$ cat config.mk
export PLATFORM = sky130hd
export DESIGN_NAME = hid_six_axis_report_parser_flat
export DESIGN_NICKNAME = d
export VERILOG_FILES = /design/src/sv/hsrp_pkg.sv /design/src/sv/hsrp_in_if.sv /design/src/sv/hsrp_out_if.sv /design/src/sv/hsrp_front.sv /design/src/sv/hsrp_queue.sv /design/src/sv/hsrp_back.sv /design/src/sv/hid_six_axis_report_parser.sv /design/src/flat_wrapper.sv
export SDC_FILE = /design/constraint.sdc
export NUM_CORES = 1
export LEC_CHECK = 0
export BUFFER_PORTS_ARGS = -buffer_cell sky130_fd_sc_hd__buf_4
export CAP_MARGIN = 10
export CORE_UTILIZATION = 40
export DETAILED_ROUTE_END_ITERATION = 10
export PLACE_DENSITY = 0.63
export RECOVER_POWER = 25
export SETUP_SLACK_MARGIN = 0.4
export SYNTH_ARGS = -nofsm -noshare
export SYNTH_HDL_FRONTEND = slang
export SYNTH_SLANG_ARGS = --single-unit
$ cat constraint.sdc
create_clock -name clk -period 8.8 [get_ports clk]
set_input_delay 0.44 -clock clk [delete_from_list [all_inputs] [get_ports clk]]
set_output_delay 0.44 -clock clk [all_outputs]
set_load 0.01 [all_outputs]
$ cat src/sv/hsrp_pkg.sv
// shared types and constants of the six-axis report parser
package hsrp_pkg;

  localparam int POS_W = 4;
  localparam logic [POS_W-1:0] POS_MAX = 4'd15;
  localparam logic [POS_W-1:0] AXIS_MIN_POS = 4'd6;
  localparam logic [POS_W-1:0] APPEND_ID_POS = 4'd7;
  localparam logic [POS_W-1:0] APPEND_MIN_POS = 4'd13;
  localparam logic [POS_W-1:0] BTN_LAST_POS = 4'd8;

  localparam logic [7:0] ID_TRANS = 8'h01;
  localparam logic [7:0] ID_ROT = 8'h02;
  localparam logic [7:0] ID_BUTTONS = 8'h03;

  localparam logic [1:0] KIND_UNKNOWN = 2'd0;
  localparam logic [1:0] KIND_TRANS = 2'd1;
  localparam logic [1:0] KIND_ROT = 2'd2;
  localparam logic [1:0] KIND_BUTTONS = 2'd3;

  typedef struct packed {
    logic        pend_we;
    logic [2:0]  pend_idx;
    logic [15:0] word;
    logic        btn_we;
    logic [2:0]  btn_idx;
    logic [7:0]  btn_byte;
    logic        last;
    logic        commit_prim;
    logic        prim_rot;
    logic        commit_other;
    logic        recognized;
  } cmd_t;

endpackage

$ cat src/sv/hsrp_in_if.sv
// byte input channel
interface hsrp_in_if;
  logic       valid;
  logic       ready;
  logic [7:0] report_byte;
  logic       last_of_report;

  modport source (output valid, output report_byte, output last_of_report, input ready);
  modport sink (input valid, input report_byte, input last_of_report, output ready);
endinterface

$ cat src/sv/hsrp_out_if.sv
// result channel
interface hsrp_out_if;
  logic               valid;
  logic               ready;
  logic signed [15:0] axis_tx;
  logic signed [15:0] axis_ty;
  logic signed [15:0] axis_tz;
  logic signed [15:0] axis_rx;
  logic signed [15:0] axis_ry;
  logic signed [15:0] axis_rz;
  logic [31:0]        button_map;
  logic               report_updated;

  modport source (output valid, output axis_tx, output axis_ty, output axis_tz,
                  output axis_rx, output axis_ry, output axis_rz, output button_map,
                  output report_updated, input ready);
  modport sink (input valid, input axis_tx, input axis_ty, input axis_tz,
                input axis_rx, input axis_ry, input axis_rz, input button_map,
                input report_updated, output ready);
endinterface

$ cat src/sv/hsrp_front.sv
// front end: tracks byte position and report kind, turns bytes into commands
module hsrp_front
  import hsrp_pkg::*;
(
  input  logic     clk,
  input  logic     rst_n,
  hsrp_in_if.sink  in_if,
  input  logic     q_full,
  output logic     q_push,
  output cmd_t     q_cmd
);

  logic [POS_W-1:0] pos_r, pos_nxt;
  logic [1:0]       kind_r, kind_nxt;
  logic             match_r, match_nxt;
  logic [7:0]       low_r, low_nxt;
  logic [1:0]       kind_cur;
  logic             is_axis;
  logic             accept;
  logic [7:0]       b;

  assign b = in_if.report_byte;
  assign in_if.ready = !q_full;
  assign accept = in_if.valid && !q_full;

  always_comb begin
    if (pos_r != '0) begin
      kind_cur = kind_r;
    end else if (b == ID_TRANS) begin
      kind_cur = KIND_TRANS;
    end else if (b == ID_ROT) begin
      kind_cur = KIND_ROT;
    end else if (b == ID_BUTTONS) begin
      kind_cur = KIND_BUTTONS;
    end else begin
      kind_cur = KIND_UNKNOWN;
    end
    is_axis = (kind_cur == KIND_TRANS) || (kind_cur == KIND_ROT);
  end

  always_comb begin
    q_cmd = '0;
    q_cmd.word = {b, low_r};
    q_cmd.btn_byte = b;
    low_nxt = low_r;
    match_nxt = (pos_r == '0) ? 1'b0 : match_r;
    if (pos_r != '0 && is_axis) begin
      if (pos_r <= AXIS_MIN_POS) begin
        if (pos_r[0]) begin
          low_nxt = b;
        end else begin
          q_cmd.pend_we = 1'b1;
          q_cmd.pend_idx = 3'(pos_r[3:1] - 3'd1);
        end
      end else if (pos_r == APPEND_ID_POS) begin
        match_nxt = (kind_cur == KIND_TRANS) ? (b == ID_ROT) : (b == ID_TRANS);
      end else if (pos_r <= APPEND_MIN_POS) begin
        if (!pos_r[0]) begin
          low_nxt = b;
        end else begin
          q_cmd.pend_we = 1'b1;
          q_cmd.pend_idx = 3'(pos_r[3:1] - 3'd1);
        end
      end
    end else if (pos_r != '0 && kind_cur == KIND_BUTTONS && pos_r <= BTN_LAST_POS) begin
      q_cmd.btn_we = 1'b1;
      q_cmd.btn_idx = 3'(pos_r - 4'd1);
    end
    q_cmd.last = in_if.last_of_report;
    q_cmd.prim_rot = (kind_cur == KIND_ROT);
    q_cmd.commit_prim = in_if.last_of_report && is_axis && (pos_r >= AXIS_MIN_POS);
    q_cmd.commit_other = q_cmd.commit_prim && (pos_r >= APPEND_MIN_POS) && match_r;
    q_cmd.recognized = q_cmd.commit_prim ||
                       (kind_cur == KIND_BUTTONS && pos_r != '0);
    if (!accept) begin
      match_nxt = match_r;
      low_nxt = low_r;
    end else if (in_if.last_of_report) begin
      match_nxt = 1'b0;
    end
  end

  assign q_push = accept && (q_cmd.pend_we || q_cmd.btn_we || q_cmd.last);

  always_comb begin
    pos_nxt = pos_r;
    kind_nxt = kind_r;
    if (accept) begin
      if (in_if.last_of_report) begin
        pos_nxt = '0;
        kind_nxt = KIND_UNKNOWN;
      end else begin
        kind_nxt = kind_cur;
        if (pos_r != POS_MAX) begin
          pos_nxt = pos_r + 4'd1;
        end
      end
    end
  end

  always_ff @(posedge clk) begin
    if (!rst_n) begin
      pos_r <= '0;
      kind_r <= KIND_UNKNOWN;
      match_r <= 1'b0;
      low_r <= '0;
    end else begin
      pos_r <= pos_nxt;
      kind_r <= kind_nxt;
      match_r <= match_nxt;
      low_r <= low_nxt;
    end
  end

endmodule

$ cat src/sv/hsrp_queue.sv
// two-entry command queue between front and back
module hsrp_queue
  import hsrp_pkg::*;
(
  input  logic clk,
  input  logic rst_n,
  input  logic push,
  input  cmd_t push_cmd,
  output logic full,
  input  logic pop,
  output logic avail,
  output cmd_t head
);

  cmd_t       ent_r [2];
  logic       wr_r, wr_nxt;
  logic       rd_r, rd_nxt;
  logic [1:0] cnt_r, cnt_nxt;

  assign full = (cnt_r == 2'd2);
  assign avail = (cnt_r != 2'd0);
  assign head = ent_r[rd_r];

  always_comb begin
    wr_nxt = push ? !wr_r : wr_r;
    rd_nxt = pop ? !rd_r : rd_r;
    cnt_nxt = cnt_r + 2'(push) - 2'(pop);
  end

  always_ff @(posedge clk) begin
    if (push) begin
      ent_r[wr_r] <= push_cmd;
    end
  end

  always_ff @(posedge clk) begin
    if (!rst_n) begin
      wr_r <= 1'b0;
      rd_r <= 1'b0;
      cnt_r <= 2'd0;
    end else begin
      wr_r <= wr_nxt;
      rd_r <= rd_nxt;
      cnt_r <= cnt_nxt;
    end
  end

endmodule

$ cat src/sv/hsrp_back.sv
// back end: pending words, axis and button state, result register
module hsrp_back
  import hsrp_pkg::*;
#(
  parameter int NUM_BUTTONS = 32
) (
  input  logic       clk,
  input  logic       rst_n,
  input  logic       q_avail,
  input  cmd_t       q_head,
  output logic       q_pop,
  hsrp_out_if.source out_if
);

  logic [15:0]            pend_r [6];
  logic [15:0]            pend_nxt [6];
  logic [15:0]            axis_r [6];
  logic [15:0]            axis_nxt [6];
  logic [NUM_BUTTONS-1:0] btn_r, btn_nxt;
  logic [63:0]            btn_ext;
  logic                   ov_r, ov_nxt;
  logic [15:0]            oax_r [6];
  logic [31:0]            obtn_r;
  logic                   oupd_r;

  assign q_pop = q_avail && (!q_head.last || !ov_r || out_if.ready);
  assign btn_ext = 64'(btn_nxt);

  always_comb begin
    pend_nxt = pend_r;
    axis_nxt = axis_r;
    btn_nxt = btn_r;
    for (int i = 0; i < 6; i++) begin
      if (q_head.pend_we && q_head.pend_idx == 3'(i)) begin
        pend_nxt[i] = q_head.word;
      end
    end
    for (int i = 0; i < 3; i++) begin
      if (q_head.commit_prim) begin
        if (q_head.prim_rot) begin
          axis_nxt[3+i] = pend_nxt[i];
        end else begin
          axis_nxt[i] = pend_nxt[i];
        end
      end
      if (q_head.commit_other) begin
        if (q_head.prim_rot) begin
          axis_nxt[i] = pend_nxt[3+i];
        end else begin
          axis_nxt[3+i] = pend_nxt[3+i];
        end
      end
    end
    for (int i = 0; i < NUM_BUTTONS; i++) begin
      if (q_head.btn_we && q_head.btn_idx == 3'(i / 8)) begin
        btn_nxt[i] = q_head.btn_byte[i % 8];
      end
    end
  end

  always_comb begin
    ov_nxt = ov_r;
    if (q_pop && q_head.last) begin
      ov_nxt = 1'b1;
    end else if (out_if.ready) begin
      ov_nxt = 1'b0;
    end
  end

  always_ff @(posedge clk) begin
    if (q_pop) begin
      pend_r <= pend_nxt;
    end
    if (q_pop && q_head.last) begin
      oax_r <= axis_nxt;
      obtn_r <= btn_ext[31:0];
      oupd_r <= q_head.recognized;
    end
  end

  always_ff @(posedge clk) begin
    if (!rst_n) begin
      ov_r <= 1'b0;
      btn_r <= '0;
      for (int i = 0; i < 6; i++) begin
        axis_r[i] <= '0;
      end
    end else begin
      ov_r <= ov_nxt;
      if (q_pop) begin
        btn_r <= btn_nxt;
        axis_r <= axis_nxt;
      end
    end
  end

  assign out_if.valid = ov_r;
  assign out_if.axis_tx = oax_r[0];
  assign out_if.axis_ty = oax_r[1];
  assign out_if.axis_tz = oax_r[2];
  assign out_if.axis_rx = oax_r[3];
  assign out_if.axis_ry = oax_r[4];
  assign out_if.axis_rz = oax_r[5];
  assign out_if.button_map = obtn_r;
  assign out_if.report_updated = oupd_r;

endmodule

$ cat src/sv/hid_six_axis_report_parser.sv
// Six-axis HID input report parser. Takes one report byte per cycle on in_if, with
// last_of_report marking the final byte of a report, and gives one result on out_if for
// each report: all six held axis values, the low 32 button bits and a flag that says
// whether the report was recognized and long enough. A byte is accepted every cycle
// as long as the result side keeps up; the front end classifies each byte and sends a
// command through a two-entry queue to the back end, which holds the axis and button
// state and a result register, so a waiting result stalls the input only once the
// queue has filled. The last byte's command passes the queue, then the result register.
module hid_six_axis_report_parser
  import hsrp_pkg::*;
#(
  parameter int NUM_BUTTONS = 32
) (
  input  logic       clk,
  input  logic       rst_n,
  hsrp_in_if.sink    in_if,
  hsrp_out_if.source out_if
);

  logic q_push;
  logic q_full;
  logic q_pop;
  logic q_avail;
  cmd_t q_cmd;
  cmd_t q_head;

  hsrp_front u_front (
    .clk    (clk),
    .rst_n  (rst_n),
    .in_if  (in_if),
    .q_full (q_full),
    .q_push (q_push),
    .q_cmd  (q_cmd)
  );

  hsrp_queue u_queue (
    .clk      (clk),
    .rst_n    (rst_n),
    .push     (q_push),
    .push_cmd (q_cmd),
    .full     (q_full),
    .pop      (q_pop),
    .avail    (q_avail),
    .head     (q_head)
  );

  hsrp_back #(
    .NUM_BUTTONS (NUM_BUTTONS)
  ) u_back (
    .clk     (clk),
    .rst_n   (rst_n),
    .q_avail (q_avail),
    .q_head  (q_head),
    .q_pop   (q_pop),
    .out_if  (out_if)
  );

endmodule
$ cat src/flat_wrapper.sv
// flat-port wrapper written by rule: the top's interface ports become plain ports
module hid_six_axis_report_parser_flat import hsrp_pkg::*;
#(
  parameter int NUM_BUTTONS = 32
)
  (clk, rst_n, in_if_valid, in_if_report_byte, in_if_last_of_report, in_if_ready, out_if_valid, out_if_axis_tx, out_if_axis_ty, out_if_axis_tz, out_if_axis_rx, out_if_axis_ry, out_if_axis_rz, out_if_button_map, out_if_report_updated, out_if_ready);
  hsrp_in_if in_if_i ();
  hsrp_out_if out_if_i ();
  input  logic clk;
  input  logic rst_n;
  input wire logic [$bits(in_if_i.valid)-1:0] in_if_valid;
  input wire logic [$bits(in_if_i.report_byte)-1:0] in_if_report_byte;
  input wire logic [$bits(in_if_i.last_of_report)-1:0] in_if_last_of_report;
  output wire logic [$bits(in_if_i.ready)-1:0] in_if_ready;
  output wire logic [$bits(out_if_i.valid)-1:0] out_if_valid;
  output wire logic [$bits(out_if_i.axis_tx)-1:0] out_if_axis_tx;
  output wire logic [$bits(out_if_i.axis_ty)-1:0] out_if_axis_ty;
  output wire logic [$bits(out_if_i.axis_tz)-1:0] out_if_axis_tz;
  output wire logic [$bits(out_if_i.axis_rx)-1:0] out_if_axis_rx;
  output wire logic [$bits(out_if_i.axis_ry)-1:0] out_if_axis_ry;
  output wire logic [$bits(out_if_i.axis_rz)-1:0] out_if_axis_rz;
  output wire logic [$bits(out_if_i.button_map)-1:0] out_if_button_map;
  output wire logic [$bits(out_if_i.report_updated)-1:0] out_if_report_updated;
  input wire logic [$bits(out_if_i.ready)-1:0] out_if_ready;
  assign in_if_i.valid = in_if_valid;
  assign in_if_i.report_byte = in_if_report_byte;
  assign in_if_i.last_of_report = in_if_last_of_report;
  assign in_if_ready = in_if_i.ready;
  assign out_if_valid = out_if_i.valid;
  assign out_if_axis_tx = out_if_i.axis_tx;
  assign out_if_axis_ty = out_if_i.axis_ty;
  assign out_if_axis_tz = out_if_i.axis_tz;
  assign out_if_axis_rx = out_if_i.axis_rx;
  assign out_if_axis_ry = out_if_i.axis_ry;
  assign out_if_axis_rz = out_if_i.axis_rz;
  assign out_if_button_map = out_if_i.button_map;
  assign out_if_report_updated = out_if_i.report_updated;
  assign out_if_i.ready = out_if_ready;
  hid_six_axis_report_parser #(.NUM_BUTTONS(NUM_BUTTONS)) u_core (.clk(clk), .rst_n(rst_n), .in_if(in_if_i), .out_if(out_if_i));
endmodule
==> metrics <==
Min Hold Slack=0.164 ns; RSZ-0062 raised after global routing=false; n_diodes=0; initial antenna violation count=0; area of the multi-input gates=5720 µm²; sequential fraction of the synthesis area=64.2%; Worst EP arrival=6.74 ns; HP Class=input port to register; first drt pass iteration count=7; Required @ worst endpoint=9.26 ns; Final Hold Vio Count=0; placed cell area=19600 µm²; first-pass GRT wire length=66000 µm; fin crit share=71.3%; count leader, synth=edfxtp_1; CTS tree=yes; CP Capture Type=register; flops & latches, synth=432; # IOs=144; Max Cap Viol=2; Via density=5.49; total number of clock tree sinks=432; setup TNS=0 ns; clk root buf=clkbuf_16; Post-synth EDFFs=283; area leader, netlist=edfxtp_1; GR Util met2=30.2%; failing checks=max-capacitance violations, max-slew violations; status=finished with violations; Yosys top cell area share=47.5%; Finished Cell Area=20500 µm²; Vias=12.0k; synth warn=0; CTS H-Tree Depth=2; grt ovf=0; Syn Nets=1448; # setup viols final=0; Max Freq=0.159 GHz; worst slew pin tran=2.78 ns; Top Usage Layer GRT=met2; leakage power=8.08 nW; Resized Gates After CTS=0; routability cong.=0.807; port buffer count=143; Crit Path Max Fanout=87; met3 GRT Util=2.89%; Core ar.=44100 µm²; crit start category=register; fill count=4128; top post-synthesis cells by count=283 x edfxtp_1, 149 x dfxtp_1, 111 x nor2_1, 94 x nand2_1; Final Net Count=1575; synth-to-layout area growth=14.7%; vias in the first global route=11.3k; syn_area_per_cell=12.6 µm²; Final Core Density=46.5%; DRC violations left=0; Die Width=213 µm; clock skew=0.0217 ns; clock latency on the worst-skew pair=0.56 ns; Max VDD drop=0.161 mV; Final Max Tran Viols=74; largest net degree at the start of global routing=88; max_slew headroom=-85.3%; pwr/cell area=352 nW/µm²; Final Critical Period=6.28 ns; Vert. Die Dim=213 µm; antenna-violating nets left=0; CP Class=register to register; TritonCTS buffer count=44; Power Total=0.00723 W; Post-CTS Setup Bufs=0; half-perimeter wire length after placement=28100 µm; CTS clk-pin slew, worst paths=0.06 ns; Area contributors post-synth=edfxtp_1 48%, dfxtp_1 17%, mux2i_1 3.5%, mux2_2 2.8%, a22o_1 2.7%; clock buffer depth=3; Yosys cell types=62; fraction of layout cells with a size suffix above 1=10.3%; Detailed Route Iter0 Violations=1199; starting density of the core=40.5%; Post-synth top flop=edfxtp_1; Cells after Synth=1424; met1 Use GR=26.4%; # hold bufs at CTS=0; register area=11500 µm²; ys async rst share=0%; routed wire length=44100 µm; Overall Global Routing Usage=19.0%; drt wl/cell=20.3 µm; die area=45600 µm²; Synth Cell Area=17900 µm²; row count=77
==> flip-flops by register name, indices dropped and copies added (netlist names), 4 cells and up, named ones only <==
name and flops:
u_core.u_back.out_if.axis_ty 16, u_core.u_back.pend_r 96, u_core.u_back.axis_r 96, u_core.u_back.out_if.axis_ry 16, u_core.u_queue.ent_r 58, u_core.u_back.out_if.button_map 32
u_core.u_back.out_if.axis_tz 16, u_core.u_back.out_if.axis_rz 16, u_core.u_front.pos_r 4, u_core.u_front.low_r 8, u_core.u_back.out_if.axis_rx 16, u_core.u_back.btn_r 32
u_core.u_back.out_if.axis_tx 16
==> worst paths after layout <==
check / slack [ns] / to / start / depth (start not counted)
setup / recovery: 2.52 / u_core.u_back.axis_r[47] / register / 9
hold / removal: 0.16 / u_core.u_queue.ent_r[0][27] / in_if_report_byte[2] / 1
setup reg to reg: 2.52 / u_core.u_back.axis_r[47] / register / 9
hold reg to reg: 0.45 / u_core.u_queue.ent_r[1][18] / u_core.u_front.low_r[1] / 0
==> critical path, stage by stage (launching register included) <==
cell	delay, ns
dfxtp_1	0.30
clkbuf_1	1.97
mux2i_1	0.58
o22ai_2	0.40
inv_4	0.55
buf_4	0.92
and2_1	0.23
buf_4	0.41
nand2_1	0.45
o221ai_1	0.32
==> placed cells by master, fill, tap and decap left out, types with 6 or more instances in the layout <==
| master | Yosys | final |
|---|---|---|
| ha_1 | 11 | 11 |
| nand2_1 | 94 | 94 |
| o22ai_1 | 52 | 51 |
| o21ai_0 | 79 | 79 |
| dfxtp_1 | 149 | 149 |
| a22o_1 | 55 | 55 |
| a21oi_1 | 52 | 50 |
| nor2_1 | 111 | 107 |
| bufinv_16 | 0 | 9 |
| o211a_1 | 32 | 32 |
| clkbuf_1 | 59 | 150 |
| inv_1 | 79 | 78 |
| and2_0 | 3 | 6 |
| clkinv_2 | 0 | 9 |
| mux2_2 | 44 | 44 |
| and2_1 | 11 | 8 |
| nor3b_1 | 7 | 7 |
| edfxtp_1 | 283 | 283 |
| a221oi_1 | 30 | 30 |
| a21o_1 | 39 | 39 |
| nor2b_1 | 13 | 12 |
| clkbuf_16 | 0 | 45 |
| clkinv_1 | 0 | 9 |
| mux2i_1 | 63 | 71 |
| buf_4 | 2 | 25 |
| o221ai_1 | 32 | 32 |
| nand3_1 | 22 | 22 |
==> cell type report <==
class	instances	area share, %
timing repair buffer	170	3.57
multi-input combinational	824	27.9
tap	592	3.61
sequential	432	55.9
inverter	79	1.46
clock inverter	30	1.83
clock buffer	52	5.71
==> power breakdown <==
part / leakage (nW) / internal [W] / switching (W) / total [W]
clock: 0.765 / 0.00122 / 0.000773 / 0.00199
combinational: 3.42 / 0.000635 / 0.00139 / 0.00203
sequential: 3.89 / 0.00300 / 0.000206 / 0.00321
==> per-layer routing <==
layer / up-vias / share of wire [%]
met4: 0 / 2.4
met3: 62 / 5.3
li1: 5591 / -
met1: 5936 / 45
met5: - / 0
met2: 371 / 47
==> logic make-up after synthesis <==
kind of cell             count (synthesis)  share of synthesized area [%]
adder cells (fa/ha/maj)                 11                          0.769
AO/OA/AOI/OAI                          399                           16.2
buffers and inverters                  168                           3.99
XOR/XNOR                                 5                          0.245
flip-flops                             432                           64.2
AND/OR/NAND/NOR                        291                           7.45
multiplexers                           118                           7.16
==> per-stage QoR <==
| step | worst slack (ns) | instances |
|---|---|---|
| 2_1_floorplan | 1.87 | 1424 |
| 3_3_place_gp | 4.32 | 2097 |
| 3_5_place_dp | 4.09 | 2097 |
| 4_1_cts | 4.07 | 2179 |
| 5_1_grt | 2.01 | 2179 |
| 6_report | 2.52 | 2179 |
(Power assumes the default switching activity.)
